## src/rtl/nric_pkg.sv

```systemverilog
// shared types and constants for the cubic newton root search
package nric_pkg;

  localparam int FRAC_BITS = 32;
  localparam int VAL_W     = 48;
  localparam int PROD_W    = 2 * VAL_W;
  localparam int EXACT_W   = PROD_W + 1;
  localparam int SUM_W     = PROD_W + 2;
  localparam int DIV_SH    = VAL_W - FRAC_BITS;
  localparam int ITER_W    = 10;
  localparam int TOL_W     = 33;
  localparam int TSQ_W     = 2 * TOL_W;

  localparam logic [2:0] ST_CONV  = 3'd0;
  localparam logic [2:0] ST_EXACT = 3'd1;
  localparam logic [2:0] ST_LIMIT = 3'd2;
  localparam logic [2:0] ST_ZDER  = 3'd3;
  localparam logic [2:0] ST_OVF   = 3'd4;

  localparam logic CFG_MAX_ITER = 1'b0;
  localparam logic CFG_TOL      = 1'b1;

  localparam logic [ITER_W-1:0] MAX_ITER_RST = ITER_W'(200);
  localparam logic [TOL_W-1:0]  TOL_RST      = TOL_W'(4);

  typedef enum logic [4:0] {
    S_IDLE, S_TSQ, S_CHK, S_XX, S_YY, S_XY, S_AX, S_BY, S_AY, S_BX, S_TST,
    S_DRR, S_DII, S_FRDR, S_FIDI, S_FIDR, S_FRDI, S_DVR, S_DVI, S_UPD,
    S_QRR, S_QII
  } state_t;

  function automatic logic fits_val(input logic signed [VAL_W+1:0] v);
    return (v[VAL_W+1:VAL_W-1] == 3'b000) || (v[VAL_W+1:VAL_W-1] == 3'b111);
  endfunction

  function automatic logic signed [VAL_W+1:0] ext_val(input logic signed [VAL_W-1:0] v);
    return {{2{v[VAL_W-1]}}, v};
  endfunction

endpackage

```

## src/rtl/nric_div.sv

```systemverilog
// bit-serial restoring divider giving a rounded signed fixed-point quotient
module nric_div (
  input  logic                                clk,
  input  logic                                rst_n,
  input  logic                                go,
  input  logic signed [nric_pkg::SUM_W-1:0]   num,
  input  logic [nric_pkg::EXACT_W-1:0]        den,
  output logic                                done,
  output logic signed [nric_pkg::VAL_W-1:0]   quo,
  output logic                                ovf
);
  import nric_pkg::*;

  logic [EXACT_W-1:0] rem_r, den_r;
  logic [VAL_W-1:0]   lo_r, q_r;
  logic               neg_r, ovf_r, busy_r, done_r;
  logic [5:0]         cnt_r;

  logic [SUM_W-1:0]   mag, r2, diff;
  logic [EXACT_W-1:0] hi;
  logic               ge, rup;
  logic [VAL_W:0]     q49, lim;

  assign mag  = num[SUM_W-1] ? SUM_W'(-num) : SUM_W'(num);
  assign hi   = EXACT_W'(mag >> DIV_SH);
  assign r2   = {rem_r, lo_r[VAL_W-1]};
  assign diff = r2 - {1'b0, den_r};
  assign ge   = r2 >= {1'b0, den_r};

  always_ff @(posedge clk) begin
    if (!rst_n) begin
      busy_r <= 1'b0;
      done_r <= 1'b0;
    end else begin
      done_r <= 1'b0;
      if (go) begin
        busy_r <= !(hi >= den);
        done_r <= hi >= den;
      end else if (busy_r && cnt_r == 6'(VAL_W - 1)) begin
        busy_r <= 1'b0;
        done_r <= 1'b1;
      end
    end
  end

  always_ff @(posedge clk) begin
    if (go) begin
      rem_r <= hi;
      lo_r  <= {mag[DIV_SH-1:0], {FRAC_BITS{1'b0}}};
      den_r <= den;
      neg_r <= num[SUM_W-1];
      ovf_r <= hi >= den;
      q_r   <= '0;
      cnt_r <= '0;
    end else if (busy_r) begin
      rem_r <= ge ? diff[EXACT_W-1:0] : r2[EXACT_W-1:0];
      lo_r  <= {lo_r[VAL_W-2:0], 1'b0};
      q_r   <= {q_r[VAL_W-2:0], ge};
      cnt_r <= cnt_r + 6'd1;
    end
  end

  assign rup  = {rem_r, 1'b0} >= {1'b0, den_r};
  assign q49  = {1'b0, q_r} + (VAL_W+1)'(rup);
  assign lim  = neg_r ? ((VAL_W+1)'(1) << (VAL_W - 1)) : (((VAL_W+1)'(1) << (VAL_W - 1)) - 1'b1);
  assign ovf  = ovf_r || (q49 > lim);
  assign quo  = neg_r ? -$signed(q49[VAL_W-1:0]) : $signed(q49[VAL_W-1:0]);
  assign done = done_r;

endmodule

```

## config.mk

```make
export PLATFORM = sky130hd
export DESIGN_NAME = nric_div
export DESIGN_NICKNAME = d
export VERILOG_FILES = /design/src/rtl/nric_pkg.sv /design/src/rtl/nric_div.sv
export SDC_FILE = /design/constraint.sdc
export NUM_CORES = 1
export LEC_CHECK = 0
export ABC_AREA = 1
export BUFFER_PORTS_ARGS = -buffer_cell sky130_fd_sc_hd__buf_4
export CAP_MARGIN = 40
export CORE_MARGIN = 2
export CORE_UTILIZATION = 63
export DETAILED_ROUTE_END_ITERATION = 10
export GPL_TIMING_DRIVEN = 0
export MAX_ROUTING_LAYER = met4
export PLACE_DENSITY = 0.83
export SLEW_MARGIN = 25
export SYNTH_ARGS = -nofsm -noshare
export SYNTH_HDL_FRONTEND = slang
export SYNTH_SLANG_ARGS = --single-unit
```

## constraint.sdc

```tcl
create_clock -name clk -period 5 [get_ports clk]
set_input_delay 0.25 -clock clk [delete_from_list [all_inputs] [get_ports clk]]
set_output_delay 0.25 -clock clk [all_outputs]
set_load 0.01 [all_outputs]
```

==> run metrics, run 1 <==
CTS Buffer Depth=3; IO Pins=248; gr usage total=roughly two thirds; Ys Warns=0; Detail Placement HPWL=approximately 110 mm; largest net degree at the start of global routing=63; IO buf count=between 200 and 250; Fail Step=global routing (5_1_grt); global-route wire length before repair=between 200 and 250 mm; Synth area leaders=nand2_1 (22%), edfxtp_1 (19%), inv_1 (13%), ha_1 (9.4%), nor2_1 (7.6%); Seq/Total Area, Yosys=23.7%; FP Rows=81; post-synth top area share=22.3%; cell taking the most area after synthesis=nand2_1; asr flop ratio synth=0%; vias in the first global route=approximately 40000; Post-synth EDFFs=between 150 and 200; Synth Flop Type=edfxtp_1; dpl ws=-1.39 ns; Die Ht=226 um; Synthesized Nets=5671; post-synthesis cell area=0.0309 sq mm; Post-Place Cells=6159; clk root buf=clkbuf_16; status=stopped before the end; Synth Instances=5239; syn avg cell area=5.91 sq um; gpl congestion=1.16; H-tree Lvls=1; starting density of the core=63.5%; Synth Register Bits=268; GRT Residual Overflow=14; number of CTS-inserted buffers=28; Die Wd=226 um; CTS Sinks=~270; Synth cell types=50; Err=[ERROR GRT-0116] Global routing finished with congestion. Check the congestion regions in the DRC Viewer.
[per-layer routing]
metal,overflow,GRT usage (%)
met4,7,63.8
met2,7,89.4
met3,0,37.7
met1,0,63.6
met5,-,-
[synth_stat cells, types with 30 or more instances]
library cell     n
nor2_1         626
dfxtp_1         71
a31oi_1         30
xor2_1         148
nor4_1          33
nand2_1       1834
nand4_1        115
nor3_1          50
inv_1         1033
o21ai_0        120
nand3_1        256
o22ai_1         46
edfxtp_1       197
ha_1           233
xnor2_1         37
clkbuf_1        44
a21oi_1        171
[per-stage QoR]
| stage | setup TNS, ns | instance area (sq um) | hold slack [ns] |
|---|---|---|---|
| after floorplan | 0 | 30900 | 0.349 |
| after global placement | -264.32 | 33600 | 0.437 |
| after detailed placement | -15.45 | 33800 | 0.439 |
| after CTS | -0.487 | 37700 | 0.0333 |
[kinds of logic after synthesis]
logic type	share of synthesized area, %
buf+inv	13.9
compound gates	7.80
xor+xnor	5.24
flops	23.7
mux	0.0324
simple gates	39.9
fa+ha+maj	9.49
[what timing repair did]
action                     4_1_cts
buffers inserted                58
setup endpoints to repair       43
resized for setup              286
hold buffers                   100
pin swaps                       70
hold endpoints to repair       101
gates cloned                     0
==> run 2: changes to the inputs <==
--- a/config.mk
+++ b/config.mk
@@ -9,11 +9,10 @@
 export BUFFER_PORTS_ARGS = -buffer_cell sky130_fd_sc_hd__buf_4
 export CAP_MARGIN = 40
 export CORE_MARGIN = 2
-export CORE_UTILIZATION = 63
+export CORE_UTILIZATION = 40
 export DETAILED_ROUTE_END_ITERATION = 10
 export GPL_TIMING_DRIVEN = 0
-export MAX_ROUTING_LAYER = met4
-export PLACE_DENSITY = 0.83
+export PLACE_DENSITY_LB_ADDON = 0.15
 export SLEW_MARGIN = 25
 export SYNTH_ARGS = -nofsm -noshare
 export SYNTH_HDL_FRONTEND = slang
==> run metrics, run 2 <==
Final Hold Violating Endpoints=0; setup slack after layout=-0.292 ns; DP Area=0.0343 sq mm; die area=0.0796 sq mm; cell taking the most area after synthesis=nand2_1; final instance area=0.0395 sq mm; Synthesized Nets=between 5000 and 6000; biggest regs=den_r x97, rem_r x97, q_r x48; Seq/Total Area, Yosys=23.7%; Worst setup EP type=output port; FF-to-FF End=rem_r[50]; unrepaired setup endpoints after global routing=yes; sw frac=approximately 40%; final clock period utilization by the worst path=106%; CTS tree=done; multi-input logic area=0.0217 sq mm; worst hold path class=in -> reg; Max Freq=189 MHz; critical path peak fanout=4; most frequent cell after synthesis=nand2_1; Clock Pin Slew Worst Setup and Hold Paths=0.06 ns; DR WL/cell=20.1 um; gpl congestion=roughly 1.0; reg-to-reg slack, setup=about 1.3 ns; status=complete, but fails checks; CP Class=reg -> out; share of layout cells above drive strength 1=14.9%; pwr/cell area=about 220 mW/mm^2; asr flop ratio synth=0%; Die Wd=282 um; worst skew pair latency=0.56 ns; Post-Place Cells=between 6000 and 7000; Ys Warns=0; IO buf count=247; GRT Residual Overflow=0; commonest non-fill, non-tap cell in the layout=nand2_1; Max-slew headroom=40.2%; failing checks=setup timing; commonest non-fill, non-tap cells in the layout=nand2_1 (1711), inv_1 (1011), nor2_1 (572); min Tclk post-route=5.29 ns; CTS Buffer Depth=3; Slew Viols, Final=0; crit path from=rem_r[64]; Final nets=~6200; Reg area=0.00734 sq mm; IO Pins=248; Synth Register Bits=268; Leakage=20.4 nW; R2R depth=15; Syn-to-layout area delta=27.7%; H-tree Lvls=2; initial antenna violation count=4; Synth Flop Type=edfxtp_1; vias in the first global route=33000; Layout Skew=0.0230 ns; Critical Path RT=4.75 ns; post-synth top area share=22.3%; largest net degree at the start of global routing=between 50 and 60; Setup violations, final=12; Power Internal=5.37 mW; Sequential Power Share=30.4%; Detail Placement HPWL=115 mm; core area=0.0762 sq mm; worst hold endpoint=den_r[84]; drt total wl=137 mm; Hold Crit Start=den[84]; total negative setup slack=-0.712 ns; Synth cell types=50; Max-cap violations=0; initial DRC count=2861; Startpoint Class=flip-flop; gr usage total=about a third; global-route wire length before repair=200 mm; peak supply drop=roughly 0.20 mV; clk root buf=clkbuf_16; Synth area leaders=nand2_1 (22%), edfxtp_1 (19%), inv_1 (13%), ha_1 (9.4%), nor2_1 (7.6%); number of CTS-inserted buffers=34; CP max-delay cell=edfxtp_1; reg2reg start=rem_r[57]; Pre-antenna DRT Iters=6; largest stage delay on the critical path=0.43 ns; Residual DRC=0; antenna violation net count after detailed routing=0; Post-synth EDFFs=197; Die Ht=282 um; Final Non-Filler Cells=just under 7000; sw power=3.52 mW; Via density=just over 5; post-synthesis cell area=0.0309 sq mm; combinational share of power=41.3%; most frequent CP cell=nand2_2; Worst Max-Slew Pin Slew=0.897 ns; filler cell count=8060; syn avg cell area=between 5 and 6 sq um; DR vias=about 35000; FP Rows=101; Synth Instances=between 5000 and 6000; crit path DAT=5.04 ns; starting density of the core=40.6%; cell count of the worst hold path=1; clock share of power=28.4%; most common library cells after synthesis=nand2_1 (1834), inv_1 (1033), nor2_1 (626), nand3_1 (256), ha_1 (233); CTS Sinks=about 270; total power=8.89 mW
run 2: power groups by stage:
stage	sequential, mW	combinational, mW	clock, mW
after floorplan	2.69	1.96	0
after global placement	2.72	3.08	0
after detailed placement	2.70	3.11	0
after CTS	2.68	3.39	2.57
after global routing	2.71	3.99	2.64
final	2.70	3.67	2.52
run 2: kinds of logic after synthesis:
kind of cell	share of synthesized area [%]
AOI/OAI and AO/OA	7.80
xor gates and xnor gates	5.24
adders and majority gates	9.49
buffers and inverters	13.9
DFF	23.7
muxes	0.0324
and+or+nand+nor	39.9
run 2: final cells by class:
class / count / share of cell area, %
diodes: 3 / 0.0190
clock buffers: 42 / 2.36
well taps: 1030 / 3.26
clock inverters: 18 / 0.453
repair buffers: 452 / 9.59
flip-flops and latches: 268 / 18.6
plain buffers: 77 / 0.991
inverters: 1040 / 9.92
multi-input cells: 3854 / 54.8
run 2: critical path: cells and delay by family (launching register included):
family,cells,cell delay (ns)
simple gates,21,2.30
fa+ha+maj,4,0.94
buf+inv,7,0.68
flops,1,0.43
compound gates,1,0.12
run 2: how the worst max path moves through the flow:
stage	to	slack, ns
floorplan	ovf	0.72
global placement	q_r[46]	-3.18
detailed placement	ovf	-1.40
CTS	ovf	-0.46
global route	ovf	-0.52
finish	ovf	-0.29
run 2: routing by layer:
layer,GRT usage (%),up-vias,part of all wire (%)
met5,0,-,0
met4,17.3,0,5.7
met3,4.20,278,6.5
met2,55.9,1187,46
met1,42.9,16100,42
li1,-,17400,-
run 2: what timing repair did:
item / CTS / global route
hold endpoints to repair: 100 / 0
hold buffers: 99 / 0
endpoints found under the setup margin: 49 / 44
setup buffers: 52 / 41
resized for setup: 264 / 205
pin swaps: 77 / 105
run 2: metrics by stage:
stage | hold slack [ns] | utilization [%] | setup slack (ns)
after global placement | 0.438 | 44.7 | -3.18
final | 0.0305 | 51.8 | -0.292
after global routing | 0.00331 | 51.8 | -0.521
after floorplan | 0.349 | - | 0.717
after CTS | 0.000547 | 50.1 | -0.462
after detailed placement | 0.438 | 45.0 | -1.40
(Power assumes the default switching activity.)
