==> src/rtl/nric_pkg.sv <==
// shared types and constants for the cubic newton root search
package nric_pkg;

  localparam int FRAC_BITS = 32;
  localparam int VAL_W     = 48;
  localparam int PROD_W    = 2 * VAL_W;
  localparam int EXACT_W   = PROD_W + 1;
  localparam int SUM_W     = PROD_W + 2;
  localparam int DIV_SH    = VAL_W - FRAC_BITS;
  localparam int ITER_W    = 10;
  localparam int TOL_W     = 33;
  localparam int TSQ_W     = 2 * TOL_W;

  localparam logic [2:0] ST_CONV  = 3'd0;
  localparam logic [2:0] ST_EXACT = 3'd1;
  localparam logic [2:0] ST_LIMIT = 3'd2;
  localparam logic [2:0] ST_ZDER  = 3'd3;
  localparam logic [2:0] ST_OVF   = 3'd4;

  localparam logic CFG_MAX_ITER = 1'b0;
  localparam logic CFG_TOL      = 1'b1;

  localparam logic [ITER_W-1:0] MAX_ITER_RST = ITER_W'(200);
  localparam logic [TOL_W-1:0]  TOL_RST      = TOL_W'(4);

  typedef enum logic [4:0] {
    S_IDLE, S_TSQ, S_CHK, S_XX, S_YY, S_XY, S_AX, S_BY, S_AY, S_BX, S_TST,
    S_DRR, S_DII, S_FRDR, S_FIDI, S_FIDR, S_FRDI, S_DVR, S_DVI, S_UPD,
    S_QRR, S_QII
  } state_t;

  function automatic logic fits_val(input logic signed [VAL_W+1:0] v);
    return (v[VAL_W+1:VAL_W-1] == 3'b000) || (v[VAL_W+1:VAL_W-1] == 3'b111);
  endfunction

  function automatic logic signed [VAL_W+1:0] ext_val(input logic signed [VAL_W-1:0] v);
    return {{2{v[VAL_W-1]}}, v};
  endfunction

endpackage

==> src/rtl/nric_mul.sv <==
// iterative 48x48 signed multiplier built from four 24x24 partial products
module nric_mul (
  input  logic                               clk,
  input  logic                               rst_n,
  input  logic                               go,
  input  logic signed [nric_pkg::VAL_W-1:0]  op_a,
  input  logic signed [nric_pkg::VAL_W-1:0]  op_b,
  output logic                               done,
  output logic signed [nric_pkg::VAL_W-1:0]  rnd_val,
  output logic                               rnd_ovf,
  output logic signed [nric_pkg::EXACT_W-1:0] exact
);
  import nric_pkg::*;

  localparam int HALF = VAL_W / 2;

  logic [VAL_W-1:0]  ma_r, mb_r;
  logic              neg_r;
  logic [PROD_W-1:0] acc_r;
  logic [1:0]        step_r;
  logic              busy_r, done_r;

  logic [VAL_W-1:0]   mag_a, mag_b;
  logic [HALF-1:0]    pa, pb;
  logic [VAL_W-1:0]   pp;
  logic [1:0]         sel;
  logic [PROD_W-1:0]  pp_sh;
  logic [EXACT_W-1:0] rsum, rsh, lim;

  assign mag_a = op_a[VAL_W-1] ? VAL_W'(-op_a) : VAL_W'(op_a);
  assign mag_b = op_b[VAL_W-1] ? VAL_W'(-op_b) : VAL_W'(op_b);
  assign pa    = step_r[0] ? ma_r[VAL_W-1:HALF] : ma_r[HALF-1:0];
  assign pb    = step_r[1] ? mb_r[VAL_W-1:HALF] : mb_r[HALF-1:0];
  assign pp    = pa * pb;
  assign sel   = 2'({1'b0, step_r[0]} + {1'b0, step_r[1]});

  always_comb begin
    unique case (sel)
      2'd0:    pp_sh = {{VAL_W{1'b0}}, pp};
      2'd1:    pp_sh = {{HALF{1'b0}}, pp, {HALF{1'b0}}};
      default: pp_sh = {pp, {VAL_W{1'b0}}};
    endcase
  end

  always_ff @(posedge clk) begin
    if (!rst_n) begin
      busy_r <= 1'b0;
      done_r <= 1'b0;
    end else begin
      done_r <= 1'b0;
      if (go) begin
        busy_r <= 1'b1;
      end else if (busy_r && step_r == 2'd3) begin
        busy_r <= 1'b0;
        done_r <= 1'b1;
      end
    end
  end

  always_ff @(posedge clk) begin
    if (go) begin
      ma_r   <= mag_a;
      mb_r   <= mag_b;
      neg_r  <= op_a[VAL_W-1] ^ op_b[VAL_W-1];
      acc_r  <= '0;
      step_r <= 2'd0;
    end else if (busy_r) begin
      acc_r  <= acc_r + pp_sh;
      step_r <= step_r + 2'd1;
    end
  end

  assign rsum    = {1'b0, acc_r} + (EXACT_W'(1) << (FRAC_BITS - 1));
  assign rsh     = rsum >> FRAC_BITS;
  assign lim     = neg_r ? (EXACT_W'(1) << (VAL_W - 1)) : ((EXACT_W'(1) << (VAL_W - 1)) - 1'b1);
  assign rnd_ovf = rsh > lim;
  assign rnd_val = neg_r ? -$signed(rsh[VAL_W-1:0]) : $signed(rsh[VAL_W-1:0]);
  assign exact   = neg_r ? -$signed({1'b0, acc_r}) : $signed({1'b0, acc_r});
  assign done    = done_r;

endmodule

==> config.mk <==
export PLATFORM = sky130hd
export DESIGN_NAME = nric_mul
export DESIGN_NICKNAME = d
export VERILOG_FILES = /design/src/rtl/nric_pkg.sv /design/src/rtl/nric_mul.sv
export SDC_FILE = /design/constraint.sdc
export NUM_CORES = 2
export LEC_CHECK = 0
export ABC_CLOCK_PERIOD_IN_PS = 31000
export CAP_MARGIN = 20
export CORE_ASPECT_RATIO = 0.5
export CORE_MARGIN = 3
export CORE_UTILIZATION = 40
export CTS_CLUSTER_SIZE = 16
export DETAILED_ROUTE_END_ITERATION = 12
export DONT_BUFFER_PORTS = 1
export PLACE_DENSITY = 0.65
export SYNTH_ARGS = -nofsm -noshare
export SYNTH_HDL_FRONTEND = slang
export SYNTH_SLANG_ARGS = --single-unit
export TNS_END_PERCENT = 30
==> constraint.sdc <==
create_clock -name clk -period 31 [get_ports clk]
set_input_delay 3.1 -clock clk [delete_from_list [all_inputs] [get_ports clk]]
set_output_delay 3.1 -clock clk [all_outputs]
set_load 0.1 [all_outputs]
==> metrics.md <==
| Metric | Value |
|---|---|
| Clock Sinks | approximately 200 |
| Core footprint | ~100000 um^2 |
| Setup_tns | 0 ns |
| Root Buffer Master | sky130_fd_sc_hd__clkbuf_16 |
| Dominant combinational cell family by area after synthesis | adder cells |
| Post-synth top flop | sky130_fd_sc_hd__dfxtp_1 |
| Num rows | 81 |
| Endpoint kind of the worst setup timing path | register |
| Util after Layout | between 40 and 50% |
| Syn nets | 5774 |
| Wire length of the first global-routing pass | 218000 um |
| Worst Max-Slew Pin Slew | 1.19 ns |
| Worst-case clock buffer depth | 2 |
| Fraction of synthesized cell area taken by the top area cell type | 24.3% |
| Die extent in x | about 450 um |
| Detail-routed net length per standard cell | approximately 23 um |
| FF-to-FF path depth | 40 |
| Hold Buf Count CTS | 0 |
| Detailed-route DRC error count | 0 |
| Compound-Gate Fraction of Synth Area | between 10% and 20% |
| Post-CTS Setup Inserts | 0 |
| Post-Syn Instances | 4866 |
| Global routing usage on met3 | 7.10% |
| Post-synthesis average cell area | 8.18 um^2 |
| Initial core utilization | 40.5% |
| Top-level port count | 246 |
| Via count of the first global-routing pass | 36000 |
| DR vias | 36100 |
| Highest Clock Rate | 80.2 MHz |
| Most instantiated cells after synthesis | sky130_fd_sc_hd__inv_1, sky130_fd_sc_hd__nand2_1, sky130_fd_sc_hd__nor2_1 |
| Aggregate routed wire length | 143000 um |
| Vias per std cell | 5.85 |
| Met2 Resource Use GR | 41.5% |
| Max-cap violations | 0 |
| Final critical-path share of the clock period | approximately two fifths |
| Clk slew on worst S/H paths | ~0.080 ns |
| Residual overflow from global routing | 0 |
| Hold crit path type | register to register |
| Startpoint types | register |
| Number of setup violations in the final report | 0 |
| Number of stages on the worst hold path | 2 |
| Total clock buffers created by CTS | 17 |
| Final min period | 12.47 ns |
| Clock network latency to the later pin of the worst-skew pair | 0.53 ns |
| Status | finished, final reports clean |
| RSZ-0062 raised after global routing | false |
| Number of detailed-routing iterations run before antenna repair | 6 |
| Detailed router's first-iteration violation count | 3488 |
| EDFF count, synth | 97 |
| Area growth, synth to finish | 12.7% |
| Most instantiated library cell after synthesis | sky130_fd_sc_hd__inv_1 |
| Met1 track demand over resource in global routing | 36.9% |
| Filler cell count | approximately 9500 |
| CP most frequent cell | sky130_fd_sc_hd__fa_1 |
| Most used routing layer | met2 |
| Data required time at the worst endpoint | 31.42 ns |
| Critical path depth | 40 |
| Number of pins exceeding their max-slew limit in the final report | 0 |
| CTS H-tree depth | 4 |
| Part of the Yosys area used for sequential elements | 12.3% |
| Xor-xnor portion of the synthesized cell area | 9.20% |
| Last weighted congestion value of the routability-driven placer | 0.997 |
| Die height | about 230 um |
| Fraction of final layout cells with drive strength greater than 1 | 9.84% |
| Worst slew slack as a fraction of its limit | between 15 and 20% |
| Number of buffers and inverters on the critical path | 8 |
| Antenna violations before repair | 2 |
| Final hold vios | 0 |
| Number of gates resized after CTS | 0 |
| Slowest CP cell | sky130_fd_sc_hd__mux2i_2 |
| Maximum single-stage delay on the critical path | about 1.1 ns |
| Critical Setup Path Class | register to register |
| Mux cell area share after synthesis | 3.77% |
| Synth area leaders | sky130_fd_sc_hd__fa_1, sky130_fd_sc_hd__ha_1, sky130_fd_sc_hd__edfxtp_1, sky130_fd_sc_hd__xnor2_1, sky130_fd_sc_hd__inv_1 |
| Post-synthesis register bit count | 197 |
| Synthesized-area fraction occupied by adder cells | between 30% and 40% |
| Die area | 104000 um^2 |
| Pin count of the biggest net entering global routing | 173 |
| Synthesis Warnings | 0 |
| Fraction of registers with async set/reset | 0% |
| Worst Skew | 0.0204 ns |
| Highest net fanout along the worst path | 52 |
| Worst Path Arrival | 12.89 ns |
| Quantity of I/O buffers inserted on ports | 0 |
| Detailed placer's ending HPWL | 115000 um |
| Crit-path leading delay family | adder cells |
| Total track usage | 27.2% |
| Layout Nets | 5730 |
| Area share of and/or/nand/nor cells after synthesis | ~18% |
| Routed Antenna Nets | 0 |
| TritonCTS clock tree | built |
| Post-synth top area cell | sky130_fd_sc_hd__fa_1 |
| Synth unique cells | 80 |
| Synth Cell Area | 39800 um^2 |
path summary, 6_finish.rpt:
| path | from | endpoint | slack, ns |
|---|---|---|---|
| worst max register to register | step_r[0] | acc_r[93] | 18.53 |
| worst min register to register | acc_r[1] | acc_r[1] | 0.54 |
| worst min-delay path | acc_r[1] | acc_r[1] | 0.54 |
| worst max-delay path | step_r[0] | acc_r[93] | 18.53 |
cells by family (layout without fill, tap and decap cells):
family | after synthesis | after routing
and+or+nand+nor | 1551 | 1551
buffers and inverters | 888 | 857
AOI/OAI and AO/OA | 859 | 859
adders and majority gates | 809 | 809
xor gates and xnor gates | 418 | 418
DFF | 197 | 197
muxes | 144 | 144
other | 0 | 1
stage by stage:
step | setup WS (ns) | instances | hold WS, ns | area [um^2]
after global placement | 18.70 | 6060 | 0.509 | 42500
after detailed placement | 18.76 | 6131 | 0.536 | 44300
after global routing | 17.93 | 6163 | 0.594 | 44900
final | 18.53 | 6164 | 0.542 | 44900
after floorplan | 20.43 | 4866 | 0.492 | 39800
after CTS | 18.71 | 6163 | 0.548 | 44900
cell usage in the layout, fill, tap and decap left out, types with 16 or more instances in the layout:
cell                        synthesis  final
sky130_fd_sc_hd__o31ai_1           84     84
sky130_fd_sc_hd__nor4_1            22     22
sky130_fd_sc_hd__o21ai_0          208    206
sky130_fd_sc_hd__clkbuf_16          0     17
sky130_fd_sc_hd__dfxtp_1          100     97
sky130_fd_sc_hd__nand2b_1          26     26
sky130_fd_sc_hd__mux2_2            45     45
sky130_fd_sc_hd__and4_1            18     18
sky130_fd_sc_hd__buf_4              2    119
sky130_fd_sc_hd__o22ai_1           16     16
sky130_fd_sc_hd__buf_8              0     18
sky130_fd_sc_hd__nor3_1            61     61
sky130_fd_sc_hd__and2_1            45     45
sky130_fd_sc_hd__xnor2_2            0    138
sky130_fd_sc_hd__or2_2             25     25
sky130_fd_sc_hd__nand2_1          559    559
sky130_fd_sc_hd__o41ai_1           27     27
sky130_fd_sc_hd__xnor2_1          332    194
sky130_fd_sc_hd__nand3_1           78     78
sky130_fd_sc_hd__or3_1             43     43
sky130_fd_sc_hd__and3_1            32     32
sky130_fd_sc_hd__or4_1             35     35
sky130_fd_sc_hd__buf_16             0     53
sky130_fd_sc_hd__ha_1             326    326
sky130_fd_sc_hd__o21a_1            24     24
sky130_fd_sc_hd__xor2_1            86     84
sky130_fd_sc_hd__a31oi_1           24     24
sky130_fd_sc_hd__inv_1            632    632
sky130_fd_sc_hd__o21bai_1          37     37
sky130_fd_sc_hd__fa_1             483    483
sky130_fd_sc_hd__nor2b_1           19     19
sky130_fd_sc_hd__a21oi_1          195    195
sky130_fd_sc_hd__nand4_1           67     67
sky130_fd_sc_hd__mux2i_1           98     82
sky130_fd_sc_hd__nor2_1           497    495
sky130_fd_sc_hd__edfxtp_1          97     97
sky130_fd_sc_hd__a21o_1           117    117
sequential cells by signal, indices dropped and copies added, names as in the netlist:
register	cells
busy_r	1
neg_r	1
done	1
mb_r	48
step_r	2
ma_r	48
acc_r	96
worst reg2reg max path: cells and delay by family (launching register included):
| kind | cells | cell delay (ns) |
|---|---|---|
| flip-flops | 1 | 0.32 |
| adder cells (fa/ha/maj) | 9 | 4.28 |
| buffers and inverters | 8 | 1.07 |
| AND/OR/NAND/NOR | 7 | 1.01 |
| AO/OA/AOI/OAI | 14 | 4.19 |
| XOR/XNOR | 1 | 0.39 |
| multiplexers | 1 | 1.08 |
routing by layer:
| layer | routed length, um | part of all wire [%] | vias to the layer above |
|---|---|---|---|
| met5 | 28 | 0.020 | - |
| met4 | 5820 | 4.1 | 4 |
| met3 | 15000 | 11 | 347 |
| met2 | 61700 | 43 | 1906 |
| met1 | 60300 | 42 | 17700 |
| li1 | - | - | 16100 |
layout make-up:
class	count	area, um^2	area share, %
Clock inverter	14	163	0.363
Sequential cell	197	4920	11.0
Timing Repair Buffer	190	2620	5.84
Tap cell	1328	1660	3.70
Multi-Input combinational cell	3781	32700	72.8
Inverter	635	2380	5.31
Clock buffer	18	429	0.956
Antenna cell	1	2.50	0.00558
Power is left out: the tool's default activity adds up to more than one toggle a clock period on the data nets, which glitch-free logic cannot reach.
